**src/sv/tpim_pkg.sv**
```systemverilog
// Package for the triangular pair/index map: shared word types, field widths,
// operation codes and pipeline depth constants.
// No dependencies.
package tpim_pkg;

  localparam int unsigned RowW = 16;
  localparam int unsigned IdxW = 31;
  localparam int unsigned ProdW = 32;
  localparam int unsigned RadW = 32;
  localparam int unsigned RootW = 16;
  localparam int unsigned RemW = 20;

  localparam int unsigned SqrtSteps = RadW / 2;
  localparam int unsigned StepsPerStage = 4;
  localparam int unsigned SqrtStages = SqrtSteps / StepsPerStage;
  localparam int unsigned FrontStages = 2;
  localparam int unsigned BackStages = 3;
  localparam int unsigned Latency = FrontStages + SqrtStages + BackStages;

  localparam logic OpPairToIndex = 1'b0;
  localparam logic OpIndexToPair = 1'b1;

  typedef struct packed {
    logic            op;
    logic [RowW-1:0] row_in;
    logic [RowW-1:0] col_in;
    logic [IdxW-1:0] index_in;
  } tpim_req_t;

  typedef struct packed {
    logic [RowW-1:0] row_out;
    logic [RowW-1:0] col_out;
    logic [IdxW-1:0] index_out;
    logic            bad_operand;
  } tpim_res_t;

  typedef struct packed {
    logic            op;
    logic            bad;
    logic [RowW-1:0] row;
    logic [RowW-1:0] col;
    logic [IdxW-1:0] index;
    logic [RowW-1:0] dim;
    logic [IdxW-1:0] total;
  } tpim_ctx_t;

endpackage

```
**src/sv/triangular_pair_index_map_top.sv**
```systemverilog
// Top level of the strict upper-triangle pair/index map: dimension register,
// front stages, square-root pipeline and back stages.
// Depends on tpim_pkg, tpim_front, tpim_isqrt and tpim_back.
//
// Usage: drive req_i and raise start for one cycle per word; a word is taken
// at every rising edge where start is high and busy is low. busy stays low, so
// a new word may enter on every cycle. op selects pair-to-index or
// index-to-pair.
// Each word yields one result word on res_o, marked by done_o for exactly one
// cycle, after the word passes two front stages, four square-root stages of
// four digits each and three back stages.
// Throughput is one word per cycle; the pipeline has no stall path because
// the receiver takes every result in the cycle it appears.
// The dimension register is written through cfg_we_i/cfg_wdata_i, masked to
// DIM_BITS bits; write it only while the pipeline is empty (not enforced).
// Reset clears the dimension to 2 and empties the pipeline; no clearing pass.
module triangular_pair_index_map_top #(
  parameter int unsigned DIM_BITS = 16
) (
  input  logic                          clk_i,
  input  logic                          rst_ni,
  input  logic                          start,
  output logic                          busy,
  input  tpim_pkg::tpim_req_t           req_i,
  output logic                          done_o,
  output tpim_pkg::tpim_res_t           res_o,
  input  logic                          cfg_we_i,
  input  logic [tpim_pkg::RowW-1:0]     cfg_wdata_i
);

  localparam int unsigned DimW = (DIM_BITS < tpim_pkg::RowW) ? DIM_BITS : tpim_pkg::RowW;

  logic [DimW-1:0]               dim_q;
  logic [tpim_pkg::RowW-1:0]     dim_ext;
  logic                          accept;

  logic                          f_vld;
  tpim_pkg::tpim_ctx_t           f_ctx;
  logic [tpim_pkg::RadW-1:0]     f_rad;
  logic                          s_vld;
  tpim_pkg::tpim_ctx_t           s_ctx;
  logic [tpim_pkg::RootW-1:0]    s_root;

  always_ff @(posedge clk_i or negedge rst_ni) begin
    if (!rst_ni) begin
      dim_q <= DimW'(2);
    end else if (cfg_we_i) begin
      dim_q <= cfg_wdata_i[DimW-1:0];
    end
  end

  assign dim_ext = tpim_pkg::RowW'(dim_q);
  assign busy    = 1'b0;
  assign accept  = start && !busy;

  tpim_front u_front (
    .clk_i   (clk_i),
    .rst_ni  (rst_ni),
    .valid_i (accept),
    .req_i   (req_i),
    .dim_i   (dim_ext),
    .valid_o (f_vld),
    .ctx_o   (f_ctx),
    .rad_o   (f_rad)
  );

  tpim_isqrt u_isqrt (
    .clk_i   (clk_i),
    .rst_ni  (rst_ni),
    .valid_i (f_vld),
    .ctx_i   (f_ctx),
    .rad_i   (f_rad),
    .valid_o (s_vld),
    .ctx_o   (s_ctx),
    .root_o  (s_root)
  );

  tpim_back u_back (
    .clk_i   (clk_i),
    .rst_ni  (rst_ni),
    .valid_i (s_vld),
    .ctx_i   (s_ctx),
    .root_i  (s_root),
    .valid_o (done_o),
    .res_o   (res_o)
  );

`ifndef NO_ASSERTIONS
  a_done_follows_accept: assert property (@(posedge clk_i) disable iff (!rst_ni)
    done_o |-> $past(accept, tpim_pkg::Latency))
    else $error("result word without an accepted word");

  a_pair_echo: assert property (@(posedge clk_i) disable iff (!rst_ni)
    done_o && $past(accept && req_i.op == tpim_pkg::OpPairToIndex, tpim_pkg::Latency)
    |-> res_o.row_out == $past(req_i.row_in, tpim_pkg::Latency)
        && res_o.col_out == $past(req_i.col_in, tpim_pkg::Latency))
    else $error("pair not echoed");

  a_index_echo: assert property (@(posedge clk_i) disable iff (!rst_ni)
    done_o && $past(accept && req_i.op == tpim_pkg::OpIndexToPair, tpim_pkg::Latency)
    |-> res_o.index_out == $past(req_i.index_in, tpim_pkg::Latency))
    else $error("index not echoed");

  a_good_pair_ordered: assert property (@(posedge clk_i) disable iff (!rst_ni)
    done_o && !res_o.bad_operand |-> res_o.row_out < res_o.col_out)
    else $error("legal result with row not below column");
`endif

endmodule

```
**src/sv/tpim_front.sv**
```systemverilog
// Front stages: triangle numbers, pair-to-index result, range checks and the
// radicand for the square root. Depends on tpim_pkg.
module tpim_front (
  input  logic                          clk_i,
  input  logic                          rst_ni,
  input  logic                          valid_i,
  input  tpim_pkg::tpim_req_t           req_i,
  input  logic [tpim_pkg::RowW-1:0]     dim_i,
  output logic                          valid_o,
  output tpim_pkg::tpim_ctx_t           ctx_o,
  output logic [tpim_pkg::RadW-1:0]     rad_o
);

  logic                          vld1_q;
  tpim_pkg::tpim_req_t           req1_q;
  logic [tpim_pkg::RowW-1:0]     dim1_q;
  logic [tpim_pkg::IdxW-1:0]     tot1_q;
  logic [tpim_pkg::IdxW-1:0]     trir1_q;

  logic [tpim_pkg::RowW-1:0]     dsub;
  logic [tpim_pkg::ProdW-1:0]    prod_n;
  logic [tpim_pkg::ProdW-1:0]    prod_r;

  logic                          vld2_q;
  tpim_pkg::tpim_ctx_t           ctx2_d;
  tpim_pkg::tpim_ctx_t           ctx2_q;
  logic [tpim_pkg::RadW-1:0]     rad2_d;
  logic [tpim_pkg::RadW-1:0]     rad2_q;

  logic                          bad_pair;
  logic                          bad_idx;
  logic [tpim_pkg::IdxW-1:0]     idx_calc;
  logic [tpim_pkg::IdxW-1:0]     q_back;

  always_comb begin
    dsub   = dim_i - req_i.row_in;
    prod_n = tpim_pkg::ProdW'(dim_i) * tpim_pkg::ProdW'(dim_i - 16'd1);
    prod_r = tpim_pkg::ProdW'(dsub) * tpim_pkg::ProdW'(dsub - 16'd1);
  end

  always_ff @(posedge clk_i or negedge rst_ni) begin
    if (!rst_ni) begin
      vld1_q <= 1'b0;
    end else begin
      vld1_q <= valid_i;
    end
  end

  always_ff @(posedge clk_i) begin
    req1_q  <= req_i;
    dim1_q  <= dim_i;
    tot1_q  <= prod_n[tpim_pkg::ProdW-1:1];
    trir1_q <= prod_r[tpim_pkg::ProdW-1:1];
  end

  always_comb begin
    bad_pair = (req1_q.row_in >= req1_q.col_in) || (req1_q.col_in >= dim1_q);
    idx_calc = tpim_pkg::IdxW'(tot1_q - trir1_q + tpim_pkg::IdxW'(req1_q.col_in)
               - tpim_pkg::IdxW'(req1_q.row_in) - 31'd1);
    bad_idx  = req1_q.index_in >= tot1_q;
    q_back   = tot1_q - 31'd1 - req1_q.index_in;

    ctx2_d.op    = req1_q.op;
    ctx2_d.dim   = dim1_q;
    ctx2_d.total = tot1_q;
    if (req1_q.op == tpim_pkg::OpPairToIndex) begin
      ctx2_d.bad   = bad_pair;
      ctx2_d.row   = req1_q.row_in;
      ctx2_d.col   = req1_q.col_in;
      ctx2_d.index = bad_pair ? '0 : idx_calc;
    end else begin
      ctx2_d.bad   = bad_idx;
      ctx2_d.row   = '0;
      ctx2_d.col   = '0;
      ctx2_d.index = req1_q.index_in;
    end
    rad2_d = {q_back, 1'b0};
  end

  always_ff @(posedge clk_i or negedge rst_ni) begin
    if (!rst_ni) begin
      vld2_q <= 1'b0;
    end else begin
      vld2_q <= vld1_q;
    end
  end

  always_ff @(posedge clk_i) begin
    ctx2_q <= ctx2_d;
    rad2_q <= rad2_d;
  end

  assign valid_o = vld2_q;
  assign ctx_o   = ctx2_q;
  assign rad_o   = rad2_q;

endmodule

```
**src/sv/tpim_isqrt.sv**
```systemverilog
// Pipelined digit-by-digit integer square root, a few radicand digit pairs per
// stage, with the word context carried alongside. Depends on tpim_pkg.
module tpim_isqrt (
  input  logic                          clk_i,
  input  logic                          rst_ni,
  input  logic                          valid_i,
  input  tpim_pkg::tpim_ctx_t           ctx_i,
  input  logic [tpim_pkg::RadW-1:0]     rad_i,
  output logic                          valid_o,
  output tpim_pkg::tpim_ctx_t           ctx_o,
  output logic [tpim_pkg::RootW-1:0]    root_o
);

  localparam int unsigned NStg = tpim_pkg::SqrtStages;

  logic                          vld_q  [NStg];
  tpim_pkg::tpim_ctx_t           ctx_q  [NStg];
  logic [tpim_pkg::RemW-1:0]     rem_q  [NStg];
  logic [tpim_pkg::RootW-1:0]    root_q [NStg];
  logic [tpim_pkg::RadW-1:0]     rad_q  [NStg];

  logic                          vld_w  [NStg];
  tpim_pkg::tpim_ctx_t           ctx_w  [NStg];
  logic [tpim_pkg::RemW-1:0]     rem_w  [NStg];
  logic [tpim_pkg::RootW-1:0]    root_w [NStg];
  logic [tpim_pkg::RadW-1:0]     rad_w  [NStg];

  for (genvar g = 0; g < NStg; g++) begin : g_stage
    logic [tpim_pkg::RemW-1:0]  rem_d;
    logic [tpim_pkg::RootW-1:0] root_d;
    logic [tpim_pkg::RadW-1:0]  rad_d;
    logic [tpim_pkg::RemW-1:0]  trial;

    if (g == 0) begin : g_src_in
      assign vld_w[g]  = valid_i;
      assign ctx_w[g]  = ctx_i;
      assign rem_w[g]  = '0;
      assign root_w[g] = '0;
      assign rad_w[g]  = rad_i;
    end else begin : g_src_prev
      assign vld_w[g]  = vld_q[g-1];
      assign ctx_w[g]  = ctx_q[g-1];
      assign rem_w[g]  = rem_q[g-1];
      assign root_w[g] = root_q[g-1];
      assign rad_w[g]  = rad_q[g-1];
    end

    always_comb begin
      rem_d  = rem_w[g];
      root_d = root_w[g];
      rad_d  = rad_w[g];
      trial  = '0;
      for (int i = 0; i < tpim_pkg::StepsPerStage; i++) begin
        rem_d = {rem_d[tpim_pkg::RemW-3:0], rad_d[tpim_pkg::RadW-1 -: 2]};
        rad_d = {rad_d[tpim_pkg::RadW-3:0], 2'b00};
        trial = {2'b00, root_d, 2'b01};
        if (rem_d >= trial) begin
          rem_d  = rem_d - trial;
          root_d = {root_d[tpim_pkg::RootW-2:0], 1'b1};
        end else begin
          root_d = {root_d[tpim_pkg::RootW-2:0], 1'b0};
        end
      end
    end

    always_ff @(posedge clk_i or negedge rst_ni) begin
      if (!rst_ni) begin
        vld_q[g] <= 1'b0;
      end else begin
        vld_q[g] <= vld_w[g];
      end
    end

    always_ff @(posedge clk_i) begin
      ctx_q[g]  <= ctx_w[g];
      rem_q[g]  <= rem_d;
      root_q[g] <= root_d;
      rad_q[g]  <= rad_d;
    end
  end

  assign valid_o = vld_q[NStg-1];
  assign ctx_o   = ctx_q[NStg-1];
  assign root_o  = root_q[NStg-1];

endmodule

```
**src/sv/tpim_back.sv**
```systemverilog
// Back stages: root correction, row and column recovery, result word register.
// Depends on tpim_pkg.
module tpim_back (
  input  logic                          clk_i,
  input  logic                          rst_ni,
  input  logic                          valid_i,
  input  tpim_pkg::tpim_ctx_t           ctx_i,
  input  logic [tpim_pkg::RootW-1:0]    root_i,
  output logic                          valid_o,
  output tpim_pkg::tpim_res_t           res_o
);

  localparam int unsigned SqW = tpim_pkg::ProdW + 1;

  logic                          vld1_q;
  tpim_pkg::tpim_ctx_t           ctx1_q;
  logic [tpim_pkg::RootW-1:0]    s1_q;
  logic [SqW-1:0]                sq1_q;
  logic [SqW-1:0]                sq1_d;
  logic [tpim_pkg::RadW-1:0]     twoq1_q;
  logic [tpim_pkg::RadW-1:0]     twoq1_d;

  logic                          vld2_q;
  tpim_pkg::tpim_ctx_t           ctx2_q;
  logic [tpim_pkg::RowW-1:0]     m2;
  logic [tpim_pkg::ProdW-1:0]    trim_prod;
  logic [tpim_pkg::RowW-1:0]     row2_q;
  logic [tpim_pkg::IdxW-1:0]     tri2_q;

  logic                          vld3_q;
  tpim_pkg::tpim_res_t           res3_d;
  tpim_pkg::tpim_res_t           res3_q;
  logic [tpim_pkg::ProdW-1:0]    col_sum;

  always_comb begin
    sq1_d   = (SqW'(root_i) + 33'd1) * SqW'(root_i);
    twoq1_d = {tpim_pkg::IdxW'(ctx_i.total - 31'd1 - ctx_i.index), 1'b0};
  end

  always_ff @(posedge clk_i or negedge rst_ni) begin
    if (!rst_ni) begin
      vld1_q <= 1'b0;
      vld2_q <= 1'b0;
      vld3_q <= 1'b0;
    end else begin
      vld1_q <= valid_i;
      vld2_q <= vld1_q;
      vld3_q <= vld2_q;
    end
  end

  always_ff @(posedge clk_i) begin
    ctx1_q  <= ctx_i;
    s1_q    <= root_i;
    sq1_q   <= sq1_d;
    twoq1_q <= twoq1_d;
  end

  always_comb begin
    m2        = (sq1_q <= SqW'(twoq1_q)) ? s1_q + 16'd1 : s1_q;
    trim_prod = tpim_pkg::ProdW'(m2 + 16'd1) * tpim_pkg::ProdW'(m2);
  end

  always_ff @(posedge clk_i) begin
    ctx2_q <= ctx1_q;
    row2_q <= ctx1_q.dim - 16'd1 - m2;
    tri2_q <= trim_prod[tpim_pkg::ProdW-1:1];
  end

  always_comb begin
    col_sum = tpim_pkg::ProdW'(row2_q) + 32'd1 + tpim_pkg::ProdW'(ctx2_q.index)
              + tpim_pkg::ProdW'(tri2_q) - tpim_pkg::ProdW'(ctx2_q.total);
    res3_d.index_out   = ctx2_q.index;
    res3_d.bad_operand = ctx2_q.bad;
    if (ctx2_q.op == tpim_pkg::OpIndexToPair && !ctx2_q.bad) begin
      res3_d.row_out = row2_q;
      res3_d.col_out = col_sum[tpim_pkg::RowW-1:0];
    end else begin
      res3_d.row_out = ctx2_q.row;
      res3_d.col_out = ctx2_q.col;
    end
  end

  always_ff @(posedge clk_i) begin
    res3_q <= res3_d;
  end

  assign valid_o = vld3_q;
  assign res_o   = res3_q;

endmodule

```
**config.mk**
```make
export PLATFORM = sky130hd
export DESIGN_NAME = triangular_pair_index_map_top
export DESIGN_NICKNAME = d
export VERILOG_FILES = /design/src/sv/tpim_pkg.sv /design/src/sv/triangular_pair_index_map_top.sv /design/src/sv/tpim_front.sv /design/src/sv/tpim_isqrt.sv /design/src/sv/tpim_back.sv
export SDC_FILE = /design/constraint.sdc
export NUM_CORES = 2
export LEC_CHECK = 0
export ABC_AREA = 1
export CORE_MARGIN = 2
export CORE_UTILIZATION = 45
export DETAILED_ROUTE_END_ITERATION = 10
export DONT_BUFFER_PORTS = 1
export GPL_ROUTABILITY_DRIVEN = 1
export RECOVER_POWER = 100
export SYNTH_ARGS = -nofsm -noshare
export SYNTH_HDL_FRONTEND = slang
export SYNTH_SLANG_ARGS = --single-unit
```
**constraint.sdc**
```tcl
create_clock -name clk_i -period 9.2 [get_ports clk_i]
set_clock_uncertainty 0.05 [all_clocks]
set_input_delay 0.92 -clock clk_i [delete_from_list [all_inputs] [get_ports clk_i]]
set_output_delay 0.92 -clock clk_i [all_outputs]
set_load 0.01 [all_outputs]
```
# == Word level (Yosys, flattened, before mapping) ==
# Memory sizes are Yosys's and may differ from the RTL's.
# Index checks and enable logic that the tools add are counted.
# Widths: inputs -> output; s select.
# classes
n_addsub,36
multipliers,4
n_lt_le_gt_ge,20
n_mux,36
reduce_logical,3
# op_table
cell,count
$ge 20x18->1,12
$mux 18,12
$sub 18x18->18,9
$sub 31x1->31 const B,3
$sub 31x31->31,3
$mux 20,4
$mul 16x32->32,2
$mux 64,1
$sub 20x18->20,3
$sub 16x16->16,3
$add 16x1->17 const B,2
$sub 16x1->17 const B,2
$le 33x32->1,1
$mul 33x16->33,1
$add 16x1->16 const B,2
$add 16x16->16,2
$ge 16x16->1,2
$mux 32,1
$add 31x16->31,1
$ge 31x31->1,1
$mux 31,1
$sub 31x16->31,1
$ge 20x3->1,1
$ge 20x4->1,1
other kinds (13),28
# totals
reg_bits,664
mem_bits_rw,688
input_bits,84
out_inout_bits,66
word_cells,150
n_memories,4
# memory_table
name,words,word_bits,read_ports,rd_clocked_by_memory_dff,write_ports,line_no,source
u_isqrt.ctx_q,4,112,4,0,4,tpim_isqrt.sv:17,tpim_pkg::tpim_ctx_t ctx_q [NStg];
u_isqrt.rad_q,4,24,3,0,4,tpim_isqrt.sv:20,logic [tpim_pkg::RadW-1:0] rad_q [NStg];
u_isqrt.rem_q,4,20,3,0,4,tpim_isqrt.sv:18,logic [tpim_pkg::RemW-1:0] rem_q [NStg];
u_isqrt.root_q,4,16,4,0,4,tpim_isqrt.sv:19,logic [tpim_pkg::RootW-1:0] root_q [NStg];

# == Longest topological paths before layout ==
# An unclocked memory read counts as a cell.
# depth
depth_word,9
depth_mapped,54
ltp_nobuf,50

# == By module ==
# From an unflattened synthesis, not the netlist that was laid out.
# unflattened
hier_cells,9896
hier_area_um2,83477.6
# modules_own_cells
mod,n_inst,cells_each,area_per_inst_um2,seq_area_each_um2
tpim_front,1,3920,32322.2,5755.5
tpim_back,1,2906,25999.9,7141.8
tpim_isqrt,1,3000,24498.5,11911.4
triangular_pair_index_map_top,1,70,656.9,401.6

# == Least setup slack after synthesis ==
# OpenSTA, ideal clock, no wires.
# synth_timing
kind,flip-flop to flip-flop
startpoint,"reg dim_q[0], in the netlist dim_ext[0]"
endpoint,reg u_front.trir1_q[30] in the netlist's numbering
t_arrival_ns,9.776
setup_slack_ns,-0.797
path_stages_with_launch,51
path_buffers,3
cell_sequence,dfrtp_1 -> clkbuf_1 -> inv_1 -> clkbuf_1 -> ha_1 -> inv_1 -> fa_1 -> nand3_1 -> nand3_1 -> nand2_1 -> nand2_1 -> a21oi_1 -> or2_2 -> nand2_1 -> a21oi_1 -> inv_1 -> or2_2 -> nand2_1 -> [15 not listed] -> inv_1 -> fa_1 -> fa_1 -> inv_1 -> fa_1 -> ha_1 -> a21oi_1 -> o21ai_0 -> o21bai_1 -> a21oi_1 -> o21ai_0 -> a21boi_0 -> o21ai_0 -> a21boi_0 -> o21ai_0 -> a21oi_1 -> xnor2_1 -> xor2_1
# synth_via
elab_chain_len,3
# synth_lines
item,line_no,source
start: declaration,triangular_pair_index_map_top.sv:33,logic [DimW-1:0] dim_q;
start signal: assignment,triangular_pair_index_map_top.sv:46,dim_q <= DimW'(2);
start signal: assignment,triangular_pair_index_map_top.sv:48,dim_q <= cfg_wdata_i[DimW-1:0];
$sub 16x16->16 *,tpim_front.sv:36,dsub = dim_i - req_i.row_in;
$sub 16x1->17,tpim_front.sv:38,prod_r = tpim_pkg::ProdW'(dsub) * tpim_pkg::ProdW'(dsub - 16'd1);
$mul 16x32->32 *,tpim_front.sv:38,
"named net u_front.prod_r, one bit",tpim_front.sv:22,logic [tpim_pkg::ProdW-1:0] prod_r;
end signal: assignment,tpim_front.sv:53,trir1_q <= prod_r[tpim_pkg::ProdW-1:1];
end: declaration,tpim_front.sv:18,logic [tpim_pkg::IdxW-1:0] trir1_q;
# The timed path passes the listed nets; every way through them passes the cells marked *.
# A chain may end at the register's enable or synchronous reset.

# == Worst setup path after layout ==
# Ends and elaborated chain as after synthesis.

==> flow_summary.toml <==
[yosys]
synth-edff-count = 0
yosys_warnings = 0
muxShareOfSynthArea_pct = 0.0505
synthFlopType = "dfxtp_1"
synth.largest_area_cell = "dfxtp_1"
synth-compound-area-share_pct = 6.23
synth_area_per_cell_um2 = 8.79
synth_top_family_by_area = "adder cells"
synth_seq_cells = 1250
synth_fa_ha_area_share_pct = 33.8
synthTopCellsByArea = "dfxtp_1 (30%), fa_1 (22%), ha_1 (12%), inv_1 (8.6%), nand2_1 (8.0%)"
synthCells = 9294
synth_cell_types = 71
synthArstFlopShare_pct = 2.00
yosys.area_share.simple_pct = 15.6
yosysSeqAreaShare_pct = 30.8
synth_area_um2 = 81700
synthXorXnorAreaFrac_pct = 3.93
synth.top_cell.area_share_pct = 30.0

[floorplanning]
die_w_um = 430
die_y_um = 430
num_rows = 156
initial_utilization_pct = 45.2
die_area_um2 = 185000
core_um2 = 181000
ios = 150

[layout]
fill_cells = 17000
area_delta_synth_final_pct = 11.6
regArea_um2 = 25200
final_common_cell = "inv_1"
multi_input_area_um2 = 49100
final_cells = 12100
fin_area_um2 = 91100
mostFrequentLayoutCells = "inv_1 (1857), nand2_1 (1723), dfxtp_1 (1225)"
post-route-util_pct = 50.5
nets = 11400
drive_above_1_share_pct = 7.44

[detailed_routing]
wl_per_cell_um = 18.3
via_per_inst = 4.92
ant_nets = 0
drc_errors = 0
drt_iter0_drc = 3482
dr.pass1.iters = 6
drt_wl_total_mm = 222
vias = 59600

[timing]
slew_headroom_pct = -61.3
period_needed_ns = 8.81
hold_viol_final = 0
min_period_over_period_pct = 95.7
slew_violations = 130
fmax_mhz = 114
setup_viol = 0
grt_setup_unrepaired = "yes"
worstMarginPinSlew_ns = 2.42
setup_tns_ns = 0

[cts]
numCtsBuffers = 120
clkTransAtPathRegs_ns = 0.07
cts_tree = "yes"
clk_latency_ns = 0.76
clock-sinks = 1250
htreeDepth = 3
clockBufferDepth = 3
ctsRootBufferMaster = "clkbuf_16"

[grt]
grt_pass1_wl_mm = 350
grt_overflow = 0
grt_pass1_vias = 61900
antenna_found_initial = 24
grt_max_degree = 61
grtUsageTotal_pct = 24.4

[worst_setup_path]
cpPeakStageDelay_ns = 0.54
cp_top_family = "adder cells"
setup.worst_path.class = "flop to flop"
start_kind = "flop"
critical_path.most_common_cell = "inv_1"
crit_path_end_kind = "flop"
cp_max_fo = 4
worstPathRequired_ns = 9.80
slowest_stage = "fa_1"
worstPathArrival_ns = 9.41
path_buf_inv = 11

[status]
violations = "capacitance limit, slew limit"
status = "finished, violations left"

[placed_design]
hpwlAfterDp_mm = 187
place_area_um2 = 86600
post-place-cells = 11900
place_congestion = 0.935
io_buffers = 0

[run]
drv_cap = 3

[hold_path]
worst_hold_path_type = "input pin to flop"
-- cell usage after synthesis (16+ instances only) --
cell      instances
nand4_1          91
o21ai_0         310
xor2_1          224
or2_2            21
nand3b_1         24
a21boi_0         16
o21bai_1         22
o21a_1           19
nor2_2           21
nand2_1        1733
clkinv_1         26
nand3_2          24
dfrtp_1          24
o21ai_1          17
o22ai_1          23
fa_1            908
dfxtp_1        1225
nor2_1          669
inv_1          1866
clkbuf_1        122
o211ai_1         22
nor3_1           51
a21oi_1         414
xnor2_1         143
nand2_2          38
ha_1            751
nand3_1         286
inv_2            23
-- timing repair --
item                                   in CTS  in global routing
setup endpoints to repair                   2                 22
gates resized for setup                     2                 63
pin swaps                                   3                 31
setup buffers                               0                 13
hold buffers                                2                  0
endpoints found under the hold margin      25                  0
-- per-layer routing --
layer  share of wire [%]  vias to the layer above  GRT usage, %
met2                  48                     1467          41.9
met1                  43                    28600          31.2
met5               0.036                        -             0
li1                    -                    29200             -
met3                 4.6                      392          2.67
met4                 4.2                       12          10.2
-- stage by stage --
stage | hold slack [ns] | worst slack (ns)
after detailed placement | 0.262 | -0.551
after CTS | 0.101 | 0.00746
after global routing | 0.117 | -0.117
after floorplan | 0.260 | 0.0340
after global placement | 0.260 | -0.501
final | 0.162 | 0.394
-- worst paths after layout --
check,start,end,slack [ns],cells after the start
max,dim_ext[0],u_front.trir1_q[30],0.39,47
min,req_i[47],u_front.req1_q[47],0.16,0
max reg2reg,dim_ext[0],u_front.trir1_q[30],0.39,47
min reg2reg,u_isqrt.ctx_q[0][43],u_isqrt.ctx_q[1][43],0.24,0
max in group asynchronous,rst_ni,dim_ext[5],7.27,2
min in group asynchronous,rst_ni,dim_ext[3],1.01,2
-- flip-flops by register name, indices dropped and copies added, names as in the netlist, 3 cells and up --
register	cells
u_back.res_o	64
u_back.s1_q	16
u_back.ctx2_q	81
u_back.tri2_q	16
u_back.twoq1_q	31
u_isqrt.rad_q	45
u_isqrt.vld_q	3
dim_ext	16
u_isqrt.ctx_q	448
u_front.ctx_o	112
u_front.trir1_q	31
u_back.sq1_q	32
u_isqrt.root_q	40
u_front.rad_o	31
u_back.row2_q	16
u_front.tot1_q	31
u_front.dim1_q	16
u_front.req1_q	63
u_back.ctx1_q	97
u_isqrt.rem_q	54
-- logic make-up (layout without fill, tap and decap cells) --
| logic type | Yosys count | after routing |
|---|---|---|
| buffers and inverters | 2072 | 2461 |
| AND/OR/NAND/NOR | 3016 | 3016 |
| multiplexers | 4 | 4 |
| adder cells (fa/ha/maj) | 1659 | 1659 |
| AO/OA/AOI/OAI | 924 | 924 |
| other | 2 | 72 |
| XOR/XNOR | 367 | 367 |
| flip-flops | 1250 | 1250 |
-- layout make-up --
class                           count  share of cell area (%)
Antenna cell                       20                  0.0549
Clock buffer                      154                    3.67
Clock inverter                     71                    1.06
Inverter                         1917                    7.91
Multi-Input combinational cell   6022                    53.9
Sequential cell                  1250                    27.6
Tap cell                         2370                    3.25
Timing Repair Buffer              319                    2.53
Power is not shown: default switching activity piles up to over one toggle a cycle in this logic, so the estimate is an artifact.
